[config.mk]
export PLATFORM = sky130hd
export DESIGN_NAME = weighted_ratio_task_scheduler
export DESIGN_NICKNAME = d
export VERILOG_FILES = /design/src/wrts_pkg.sv /design/src/wrts_fifo.sv /design/src/wrts_core.sv /design/src/weighted_ratio_task_scheduler.sv
export SDC_FILE = /design/constraint.sdc
export NUM_CORES = 2
export LEC_CHECK = 0
export ABC_CLOCK_PERIOD_IN_PS = 33500
export BUFFER_PORTS_ARGS = -buffer_cell sky130_fd_sc_hd__buf_2
export CORE_MARGIN = 4
export CORE_UTILIZATION = 44
export CTS_CLUSTER_DIAMETER = 80
export DETAILED_ROUTE_END_ITERATION = 8
export PLACE_DENSITY_LB_ADDON = 0.08
export SLEW_MARGIN = 10
export SYNTH_ARGS = -nofsm -noshare
export SYNTH_HDL_FRONTEND = slang
export SYNTH_SLANG_ARGS = --single-unit
[constraint.sdc]
create_clock -name clk -period 33.5 [get_ports clk]
set_clock_uncertainty 0.15 [all_clocks]
set_input_delay 3.35 -clock clk [delete_from_list [all_inputs] [get_ports clk]]
set_output_delay 3.35 -clock clk [all_outputs]
set_load 0.05 [all_outputs]
[src/wrts_pkg.sv]
// ----------------------------------------------------------------------------
// wrts_pkg
// Shared request/result types and codes of the weighted-ratio task scheduler.
// ----------------------------------------------------------------------------
package wrts_pkg;

  localparam logic       REQ_LOAD     = 1'b0;
  localparam logic       REQ_ADVANCE  = 1'b1;

  localparam logic [1:0] KIND_RANGE   = 2'd0;
  localparam logic [1:0] KIND_ADVANCE = 2'd1;
  localparam logic [1:0] KIND_REJECT  = 2'd2;

  localparam logic [31:0] TIME_MAX    = 32'hFFFF_FFFF;
  localparam logic [15:0] CAP_RESET   = 16'hFFFF;

  typedef struct packed {
    logic        req_type;
    logic [31:0] arrival_tick;
    logic [15:0] priority_req;
    logic [15:0] exec_time;
    logic [15:0] resources;
  } req_t;

  typedef struct packed {
    logic [1:0]  kind;
    logic [5:0]  task_index;
    logic [31:0] range_start;
    logic [31:0] range_end;
    logic [31:0] now_time;
    logic        all_done;
    logic        last;
  } rsp_t;

endpackage

[src/wrts_fifo.sv]
// ----------------------------------------------------------------------------
// wrts_fifo
// Small register FIFO used for the request queue and the result queue.
// ----------------------------------------------------------------------------
module wrts_fifo #(
  parameter int WIDTH = 8,
  parameter int DEPTH = 2
) (
  input  logic             clk,
  input  logic             rst,
  input  logic             push,
  input  logic [WIDTH-1:0] wdata,
  output logic             full,
  input  logic             pop,
  output logic [WIDTH-1:0] rdata,
  output logic             empty
);

  localparam int PW = (DEPTH > 1) ? $clog2(DEPTH) : 1;
  localparam int CW = $clog2(DEPTH + 1);

  logic [WIDTH-1:0] data [DEPTH];
  logic [PW-1:0]    wr_ptr;
  logic [PW-1:0]    rd_ptr;
  logic [CW-1:0]    count;
  logic             do_push;
  logic             do_pop;

  assign full    = (count == CW'(DEPTH));
  assign empty   = (count == '0);
  assign do_push = push && !full;
  assign do_pop  = pop && !empty;
  assign rdata   = data[rd_ptr];

  always_ff @(posedge clk) begin
    if (rst) begin
      wr_ptr <= '0;
      rd_ptr <= '0;
      count  <= '0;
    end else begin
      if (do_push) begin
        wr_ptr <= (wr_ptr == PW'(DEPTH - 1)) ? '0 : wr_ptr + 1'b1;
      end
      if (do_pop) begin
        rd_ptr <= (rd_ptr == PW'(DEPTH - 1)) ? '0 : rd_ptr + 1'b1;
      end
      if (do_push && !do_pop) begin
        count <= count + 1'b1;
      end else if (do_pop && !do_push) begin
        count <= count - 1'b1;
      end
    end
    if (do_push) begin
      data[wr_ptr] <= wdata;
    end
  end

endmodule

[src/wrts_core.sv]
// ----------------------------------------------------------------------------
// wrts_core
// Back end: holds the task table and walks it entry by entry to find the next
// event, credit, admit, rank and pack tasks, and report closed ranges.
// ----------------------------------------------------------------------------
module wrts_core
  import wrts_pkg::*;
#(
  parameter int MAX_TASKS = 16
) (
  input  logic        clk,
  input  logic        rst,
  input  logic [15:0] capacity,
  input  req_t        in_item,
  input  logic        in_empty,
  output logic        in_pop,
  output rsp_t        out_item,
  output logic        out_push,
  input  logic        out_full
);

  localparam int IW = $clog2(MAX_TASKS);
  localparam int CW = $clog2(MAX_TASKS + 1);

  typedef enum logic [2:0] {
    IDLE, EVT, CREDIT, ADMIT, PACK, EMIT, FIN
  } state_t;

  state_t state;

  logic [31:0] task_arrival     [MAX_TASKS];
  logic [15:0] task_weight      [MAX_TASKS];
  logic [15:0] task_length      [MAX_TASKS];
  logic [15:0] task_need        [MAX_TASKS];
  logic [15:0] ticks_served     [MAX_TASKS];
  logic [31:0] open_range_start [MAX_TASKS];

  logic [MAX_TASKS-1:0] running_flags;
  logic [MAX_TASKS-1:0] admitted_flags;
  logic [MAX_TASKS-1:0] taken;
  logic [MAX_TASKS-1:0] run;
  logic [CW-1:0]        loaded_count;
  logic [CW-1:0]        admit_pointer;
  logic [31:0]          current_time;
  logic                 started;

  logic [CW-1:0] i;
  logic [32:0]   best;
  logic          have;
  logic [31:0]   evt_time;
  logic          found;
  logic [IW-1:0] pick;
  logic [15:0]   pick_weight;
  logic [15:0]   pick_length;
  logic [15:0]   pick_need;
  logic [15:0]   used;
  logic [1:0]    fin_kind;
  logic          fin_done;

  logic [IW-1:0] ii;
  logic [IW-1:0] ap;
  logic [32:0]   finish;
  logic [31:0]   delta;
  logic [15:0]   rem;
  logic [31:0]   prod_a;
  logic [31:0]   prod_b;
  logic [16:0]   used_sum;
  logic          eligible;
  logic          closes;
  logic          load_bad;

  assign ii       = i[IW-1:0];
  assign ap       = admit_pointer[IW-1:0];
  assign finish   = {1'b0, current_time} + {17'b0, task_length[ii]}
                    - {17'b0, ticks_served[ii]};
  assign delta    = evt_time - current_time;
  assign rem      = task_length[ii] - ticks_served[ii];
  assign prod_a   = {16'b0, task_weight[ii]} * {16'b0, pick_length};
  assign prod_b   = {16'b0, task_length[ii]} * {16'b0, pick_weight};
  assign used_sum = {1'b0, used} + {1'b0, pick_need};
  assign eligible = admitted_flags[ii] && !taken[ii] && (ticks_served[ii] < task_length[ii]);
  assign closes   = running_flags[ii] && !run[ii];
  assign load_bad = started || (loaded_count >= CW'(MAX_TASKS)) || (in_item.exec_time == '0);

  always_comb begin
    in_pop   = (state == IDLE) && !in_empty;
    out_push = 1'b0;
    out_item = '0;
    out_item.now_time = current_time;
    if (state == EMIT && i != loaded_count && closes) begin
      out_push             = 1'b1;
      out_item.kind        = KIND_RANGE;
      out_item.task_index  = 6'(ii);
      out_item.range_start = open_range_start[ii];
      out_item.range_end   = current_time;
    end else if (state == FIN) begin
      out_push          = 1'b1;
      out_item.kind     = fin_kind;
      out_item.all_done = fin_done;
      out_item.last     = 1'b1;
    end
  end

  always_ff @(posedge clk) begin
    if (rst) begin
      state          <= IDLE;
      running_flags  <= '0;
      admitted_flags <= '0;
      loaded_count   <= '0;
      admit_pointer  <= '0;
      current_time   <= '0;
      started        <= 1'b0;
      for (int k = 0; k < MAX_TASKS; k++) begin
        ticks_served[k] <= '0;
      end
    end else begin
      unique case (state)
        IDLE: begin
          if (!in_empty) begin
            if (in_item.req_type == REQ_LOAD) begin
              if (load_bad) begin
                fin_kind <= KIND_REJECT;
                fin_done <= 1'b0;
                state    <= FIN;
              end else begin
                task_arrival[loaded_count[IW-1:0]] <= in_item.arrival_tick;
                task_weight[loaded_count[IW-1:0]]  <= in_item.priority_req;
                task_length[loaded_count[IW-1:0]]  <= in_item.exec_time;
                task_need[loaded_count[IW-1:0]]    <= in_item.resources;
                ticks_served[loaded_count[IW-1:0]] <= '0;
                loaded_count                       <= loaded_count + 1'b1;
              end
            end else begin
              started <= 1'b1;
              have    <= admit_pointer < loaded_count;
              best    <= {1'b0, task_arrival[ap]};
              i       <= '0;
              state   <= EVT;
            end
          end
        end
        EVT: begin
          if (i == loaded_count) begin
            i <= '0;
            if (!have) begin
              fin_kind <= KIND_ADVANCE;
              fin_done <= 1'b1;
              state    <= FIN;
            end else begin
              evt_time <= best[32] ? TIME_MAX : best[31:0];
              state    <= CREDIT;
            end
          end else begin
            if (running_flags[ii]) begin
              if (!have || finish < best) begin
                best <= finish;
              end
              have <= 1'b1;
            end
            i <= i + 1'b1;
          end
        end
        CREDIT: begin
          if (i == loaded_count) begin
            current_time <= evt_time;
            state        <= ADMIT;
          end else begin
            if (running_flags[ii]) begin
              ticks_served[ii] <= ticks_served[ii]
                                  + ((delta < {16'b0, rem}) ? delta[15:0] : rem);
            end
            i <= i + 1'b1;
          end
        end
        ADMIT: begin
          if (admit_pointer < loaded_count && task_arrival[ap] <= current_time) begin
            admitted_flags[ap] <= 1'b1;
            admit_pointer      <= admit_pointer + 1'b1;
          end else begin
            taken <= '0;
            run   <= '0;
            used  <= '0;
            found <= 1'b0;
            i     <= '0;
            state <= PACK;
          end
        end
        PACK: begin
          // Each full pass picks the best remaining task; first fit decides
          // whether it runs.
          if (i == loaded_count) begin
            i     <= '0;
            found <= 1'b0;
            if (!found) begin
              state <= EMIT;
            end else begin
              taken[pick] <= 1'b1;
              if (used_sum <= {1'b0, capacity}) begin
                used      <= used_sum[15:0];
                run[pick] <= 1'b1;
              end
            end
          end else begin
            // Scan order is increasing, so a tie keeps the earlier pick.
            if (eligible && (!found || prod_a > prod_b)) begin
              found       <= 1'b1;
              pick        <= ii;
              pick_weight <= task_weight[ii];
              pick_length <= task_length[ii];
              pick_need   <= task_need[ii];
            end
            i <= i + 1'b1;
          end
        end
        EMIT: begin
          if (i == loaded_count) begin
            running_flags <= run;
            fin_kind      <= KIND_ADVANCE;
            fin_done      <= (admit_pointer >= loaded_count) && (run == '0);
            state         <= FIN;
          end else if (closes) begin
            if (!out_full) begin
              i <= i + 1'b1;
            end
          end else begin
            if (!running_flags[ii] && run[ii]) begin
              open_range_start[ii] <= current_time;
            end
            i <= i + 1'b1;
          end
        end
        FIN: begin
          if (!out_full) begin
            state <= IDLE;
          end
        end
        default: state <= IDLE;
      endcase
    end
  end

endmodule

[src/weighted_ratio_task_scheduler.sv]
// A load is written into the task table as it is popped; a rejected load is
// answered from FIN. An advance walks the table through EVT, CREDIT, ADMIT,
// PACK, EMIT and FIN, holding in EMIT or FIN while the result queue is full.
// Throughput is one request at a time, set by the table walk in the back end.
// Reset (synchronous, rst high): queues empty, time zero, no task loaded.
// ----------------------------------------------------------------------------
// weighted_ratio_task_scheduler
// Preemptive weighted-ratio scheduler under a resource capacity, with a
// request queue in front, a sequencing back end and a result queue.
// ----------------------------------------------------------------------------
module weighted_ratio_task_scheduler
  import wrts_pkg::*;
#(
  parameter int MAX_TASKS = 16
) (
  input  logic        clk,
  input  logic        rst,
  input  logic        push,
  output logic        full,
  input  req_t        req,
  output logic        empty,
  input  logic        pop,
  output rsp_t        rsp,
  input  logic        psel,
  input  logic        penable,
  input  logic        pwrite,
  input  logic [2:0]  paddr,
  input  logic [31:0] pwdata,
  output logic [31:0] prdata,
  output logic        pready
);

  logic [15:0] capacity;
  req_t        q_item;
  logic        q_empty;
  logic        q_pop;
  rsp_t        r_item;
  logic        r_push;
  logic        r_full;

  assign pready = 1'b1;
  assign prdata = (paddr[2] == 1'b0) ? {16'b0, capacity} : '0;

  always_ff @(posedge clk) begin
    if (rst) begin
      capacity <= CAP_RESET;
    end else if (psel && penable && pwrite && paddr[2] == 1'b0) begin
      capacity <= pwdata[15:0];
    end
  end

  wrts_fifo #(.WIDTH($bits(req_t)), .DEPTH(2)) u_req_q (
    .clk   (clk),
    .rst   (rst),
    .push  (push),
    .wdata (req),
    .full  (full),
    .pop   (q_pop),
    .rdata (q_item),
    .empty (q_empty)
  );

  wrts_core #(.MAX_TASKS(MAX_TASKS)) u_core (
    .clk      (clk),
    .rst      (rst),
    .capacity (capacity),
    .in_item  (q_item),
    .in_empty (q_empty),
    .in_pop   (q_pop),
    .out_item (r_item),
    .out_push (r_push),
    .out_full (r_full)
  );

  wrts_fifo #(.WIDTH($bits(rsp_t)), .DEPTH(4)) u_rsp_q (
    .clk   (clk),
    .rst   (rst),
    .push  (r_push),
    .wdata (r_item),
    .full  (r_full),
    .pop   (pop),
    .rdata (rsp),
    .empty (empty)
  );

  // A waiting result is never withdrawn before it is taken.
  a_rsp_holds: assert property (@(posedge clk) disable iff (rst)
    !empty && !pop |=> !empty && $stable(rsp))
    else $error("result changed or vanished before pop");

  // Only closed ranges may be followed by more results of the same request.
  a_last_kind: assert property (@(posedge clk) disable iff (rst)
    !empty && !rsp.last |-> rsp.kind == KIND_RANGE)
    else $error("non-final result is not a range");

  // Range results never claim that the schedule is finished.
  a_range_done: assert property (@(posedge clk) disable iff (rst)
    !empty && rsp.kind == KIND_RANGE |-> !rsp.all_done && !rsp.last)
    else $error("range result flagged as done or last");

endmodule
# Yosys cells after proc, flatten, opt, wreduce, memory -nomap -nowiden

Memories as Yosys holds them, arrays and structs flattened. A register that Yosys moved wholly into a read port is not among the register bits.
Cells that the tools add are included.

$add $sub $neg: 17
Multipliers: 2
Magnitude comparators: 14
Equal/unequal tests: 34
Mux-type cells: 130
Bitwise operators: 9
Reductions and logical operators: 69

Operators by type and width:

| kind                                | number |
|---|---|
| 2-to-1 mux 16 bit                   | 13 |
| 2-to-1 mux 33 bit                   | 5 |
| one-hot mux 16 bit (2 select lines) | 3 |
| 2-to-1 mux 68 bit                   | 1 |
| one-hot mux 33 bit (2 select lines) | 1 |
| multiplier 16 x 16 -> 32 bit        | 2 |
| 2-to-1 mux 1 bit                    | 50 |
| bitwise OR 16 bit                   | 3 |
| 2-to-1 mux 5 bit                    | 8 |
| 2-to-1 mux 3 bit                    | 13 |
| adder 32 x 16 -> 33 bit             | 1 |
| < comparator 33 bit                 | 1 |
| subtractor 33 x 16 -> 33 bit        | 1 |
| greater-than comparator 32 bit      | 1 |
| <= comparator 32 bit                | 1 |
| logical NOT 16 bit                  | 2 |
| < comparator 32 x 16 -> 1 bit       | 1 |
| 2-to-1 mux 2 bit                    | 16 |
| 2-to-1 mux 4 bit                    | 8 |
| OR reduction 16 bit                 | 2 |
| subtractor 32 bit                   | 1 |
| one-hot mux 5 bit (5 select lines)  | 1 |
| logical AND 1 bit                   | 23 |
| one-hot mux 3 bit (7 select lines)  | 1 |
| other kinds (48)                    | 116 |

Register bits: 264
RAM bits: 2626
Input port bits: 123
Output and inout bits: 141
Logic and storage cells: 310
Memories: 8

Memory list:

| name                    | depth | width | read ports | clocked after memory_dff | wr ports | line            | text |
|---|---|---|---|---|---|---|---|
| u_core.open_range_start | 16    | 32    | 1          | 1                        | 1        | wrts_core.sv:36 | `logic [31:0] open_range_start [MAX_TASKS];` |
| u_core.task_arrival     | 16    | 32    | 1          | 1                        | 1        | wrts_core.sv:31 | `logic [31:0] task_arrival [MAX_TASKS];` |
| u_rsp_q.data            | 4     | 104   | 1          | 1                        | 1        | wrts_fifo.sv:22 | `logic [WIDTH-1:0] data [DEPTH];` |
| u_core.task_length      | 16    | 16    | 1          | 1                        | 1        | wrts_core.sv:33 | `logic [15:0] task_length [MAX_TASKS];` |
| u_core.task_need        | 16    | 16    | 1          | 1                        | 1        | wrts_core.sv:34 | `logic [15:0] task_need [MAX_TASKS];` |
| u_core.task_weight      | 16    | 16    | 1          | 1                        | 1        | wrts_core.sv:32 | `logic [15:0] task_weight [MAX_TASKS];` |
| 2 more memories         | n/a   | n/a   | n/a        | n/a                      | n/a      | n/a             |  |

# Logic depth before layout (Yosys ltp)

Depth in word-level cells: 12
Depth in mapped cells: 45
Depth with buffers taken out: 39

# Modules after synthesis

From an unflattened synthesis, not the netlist that was laid out.

Cells, all modules: 8348
Area total of the unflattened synthesis: 137589.5 um2

Modules (own cells, without submodules):

| module                        | times used | cells an instance | area an instance (um2) | seq. area each (um2) |
|---|---|---|---|---|
| wrts_core                     | 1          | 7361              | 114863.9               | 68475.7 |
| wrts_fifo (u_rsp_q)           | 1          | 604               | 15758.9                | 12912.4 |
| wrts_fifo (u_req_q)           | 1          | 277               | 6059.6                 | 4964.8 |
| weighted_ratio_task_scheduler | 1          | 106               | 907.1                  | 320.3 |

# Worst setup path before layout

Ideal clock, no wire load.

Kind: register -> register
Start: reg (tool-made name)
End: reg u_core.pick[0], enable pin
Library setup time: 0.415 ns
Arrival time: 10.461 ns
Data required time: 32.935 ns
Path slack: 22.474 ns
Stages on the path, launching flop included: 39
Path buffers: 5
Clock period less this slack: 11.026 ns
Path through: dfxtp_1 > buf_2 > clkbuf_1 > buf_2 > buf_1 > mux4_2 > mux4_2 > buf_1 > nand2_1 > fa_1 > fa_1 > fa_1 > fa_1 > inv_1 > fa_1 > inv_1 > fa_1 > inv_1 > [3 not listed] > a311oi_1 > o311ai_0 > nand3_1 > a31oi_1 > a21oi_1 > o21bai_1 > xnor2_1 > ha_1 > a21o_1 > a21oi_1 > nor2b_1 > o21ai_0 > nand2b_1 > a21oi_1 > o21ai_0 > a21oi_1 > a31oi_1 > and3_1

RTL lines:

| what                   | line             | text |
|---|---|---|
| end signal: assignment | wrts_core.sv:207 | `pick <= ii;` |
| end: declaration       | wrts_core.sv:52  | `logic [IW-1:0] pick;` |

==> results.toml <==
[outcome]
outcome = "finished, final reports clean"

[place]
dpl.hpwl_microns = 205000
pre_cts_ws_ps = 19840
globalplace.congestion = 0.832
io_buffers = 226

[clocking]
cts_buffer_depth = 4
clock-sinks = 2917
clk_pin_slew_ps = 60
cts_buffers = 321
postCtsSetupBuffers = 0
cts_tree = "done"
hold_buffers = 0
htreeDepth = 5
root_buffer = "clkbuf_16"
post_cts_resized = 0
clkLatencyLatePin_ps = 910

[logic_synthesis]
yosysSeqAreaShare_pct = 63.1
synth.area.top_cells = "edfxtp_1, mux4_2, fa_1, ha_1, inv_1"
synth-seq-cells = 2917
synthDistinctLibCells = 90
syn_inst = 8324
yosys_most_used_dff = "edfxtp_1"
yosysTopAreaCellShare_pct = 61.4
syn_avg_cell_area_sq_um = 16.5
async_flop_share_pct = 0
synth_top_area_cell = "edfxtp_1"
netlist_area_sq_um = 137000
yosysWarnings = 0
synth_edf_count = 2801

[grt]
grt_pass1_wl_microns = 508000
grt_use_total_pct = 21.2
grt_pass1_vias = 76700
overflow = 0
grt_max_degree = 122
grt_antenna_before_repair = 21

[timing]
setup_viol_count_final = 0
setup_slack_ps = 19990
slew_headroom_pct = 16.0
max_freq_mhz = 74.0
fin_tns_setup_ps = 0
period_needed_ps = 13510
rsz0062_at_grt = "false"
hold_violations = 0
finalMaxSlewViolations = 0
timing.final.crit_share_pct = 40.3
worst_pin_slew_ps = 1260

[setup_path]
cp.required_ps = 33830
criticalPathCategory = "flop to flop"
reg2reg_depth = 33
crit_fanout = 63
cp-start-kind = "flop"
cp_slowest_stage_delay_ps = 910
ff2ff_setup_slack_ps = 19990
crit_family = "adder cells"
crit_buf_inv = 7
reg2reg_to = "u_core.pick_length[6]"
cp.arrival_ps = 13850
end_kind = "flop"
crit_slowest_cell = "buf_4"
cpMostUsedCell = "fa_1"

[floorplanning]
die-width_microns = 566
die_area_sq_um = 321000
design.core.area_sq_um = 310000
rows = 204
pin_count = 264
die_h_microns = 566
start_util_pct = 44.3

[finish]
fin_nets = 9648
drive_above_1_share_pct = 20.1
fillers = 25900
layout_commonest_cell = "edfxtp_1"
area_delta_synth_final_pct = 12.1
final_cell_mix = "edfxtp_1, mux4_2, inv_1, nand2_1, nor2_1"
fin_util_pct = 49.6

[detailed_routing]
drt-wirelength-per-cell_microns = 26.3
ant_nets = 0
wl_microns = 343000
via_count = 72900
avgViaCountPerCell = 5.59
drt-initial-drc-count = 5917
firstDrtPassIters = 5
drc = 0

[run]
maxCapViolCount = 0

[hold_path]
hold_class = "flop to flop"
min_to = "u_core.running_flags[12]"
hp-start = "u_core.running_flags[12]"
worstHoldPathCells = 2
[synth_stat cells, drive strengths merged, types with 55 or more instances]
cell type / n
mux4: 755
mux2: 119
dfxtp: 116
clkbuf: 248
xnor2: 94
fa: 409
buf: 143
o21ai: 113
a21o: 87
and2: 271
and3: 93
inv: 677
xor2: 61
a21oi: 213
nor3: 55
edfxtp: 2801
nor2: 534
ha: 470
nand2: 557
[cell families (layout without fill, tap and decap cells)]
group / Yosys count / in the layout / synth area share, %
compound gates: 666 / 666 / 3.23
xor+xnor: 155 / 155 / 0.990
fa+ha+maj: 880 / 880 / 10.3
buf+inv: 1068 / 1622 / 3.01
flops: 2917 / 2917 / 63.1
mux: 888 / 888 / 13.5
other cells: 2 / 29 / 0.00548
simple gates: 1748 / 1748 / 5.96
[registers in the layout (all words and copies together), names as in the netlist, 4 cells and up, named ones only]
| name | cells |
|---|---|
| u_core.best | 33 |
| u_req_q.data | 162 |
| u_core.task_arrival | 512 |
| u_core.used | 16 |
| u_core.pick_need | 16 |
| u_core.loaded_count | 5 |
| u_core.evt_time | 32 |
| u_core.taken | 16 |
| u_core.task_need | 256 |
| capacity | 16 |
| u_core.pick_length | 16 |
| u_core.task_weight | 256 |
| u_core.ticks_served | 256 |
| u_core.admitted_flags | 16 |
| u_core.current_time | 32 |
| u_core.i | 5 |
| u_core.running_flags | 16 |
| u_core.pick | 4 |
| u_rsp_q.data | 416 |
| u_core.open_range_start | 512 |
| u_core.admit_pointer | 5 |
| u_core.run | 16 |
| u_core.task_length | 256 |
| u_core.pick_weight | 16 |
[how the worst max path moves through the flow]
stage / slack [ps] / to / from / cells after the start
3_3_place_gp: 19900 / u_core.pick_length[0] / flop / 33
4_1_cts: 19780 / u_core.pick_length[6] / flop / 33
3_5_place_dp: 19840 / u_core.pick_weight[0] / flop / 33
2_1_floorplan: 22470 / u_core.pick[0] / flop / 38
6_report: 19990 / u_core.pick_length[6] / flop / 33
5_1_grt: 19350 / u_core.pick_length[6] / flop / 33
[tightest hold or removal path: stages, from the launching register on]
cell and delay (ps):
dfxtp_1 300, nand2_1 50, a21oi_1 50
[metal layers]
| layer | GRT usage (%) | share of wire, % | up-vias |
|---|---|---|---|
| met2 | 35.5 | 49 | 1866 |
| li1 | - | - | 32000 |
| met5 | 0 | 0.0038 | - |
| met1 | 29.8 | 44 | 38600 |
| met3 | 2.72 | 5.2 | 434 |
| met4 | 4.86 | 2.1 | 2 |
[stage by stage]
step	hold WS, ps	area, sq um	std cells
2_1_floorplan	274	137000	8341
3_3_place_gp	291	143000	12400
3_5_place_dp	294	143000	12400
4_1_cts	302	154000	13000
5_1_grt	329	154000	13000
6_report	303	154000	13000
[cell type report]
class | instances | area [sq um] | area share, %
Sequential cell | 2917 | 86500 | 56.3
Clock buffer | 392 | 8500 | 5.53
Clock inverter | 180 | 1740 | 1.13
Inverter | 677 | 2540 | 1.65
Multi-Input combinational cell | 4356 | 46900 | 30.5
Antenna cell | 10 | 25.0 | 0.0163
Timing Repair Buffer | 373 | 2320 | 1.51
Tap cell | 4120 | 5150 | 3.35
Power is not shown: default switching activity piles up to over one toggle a cycle in this logic, so the estimate is an artifact.
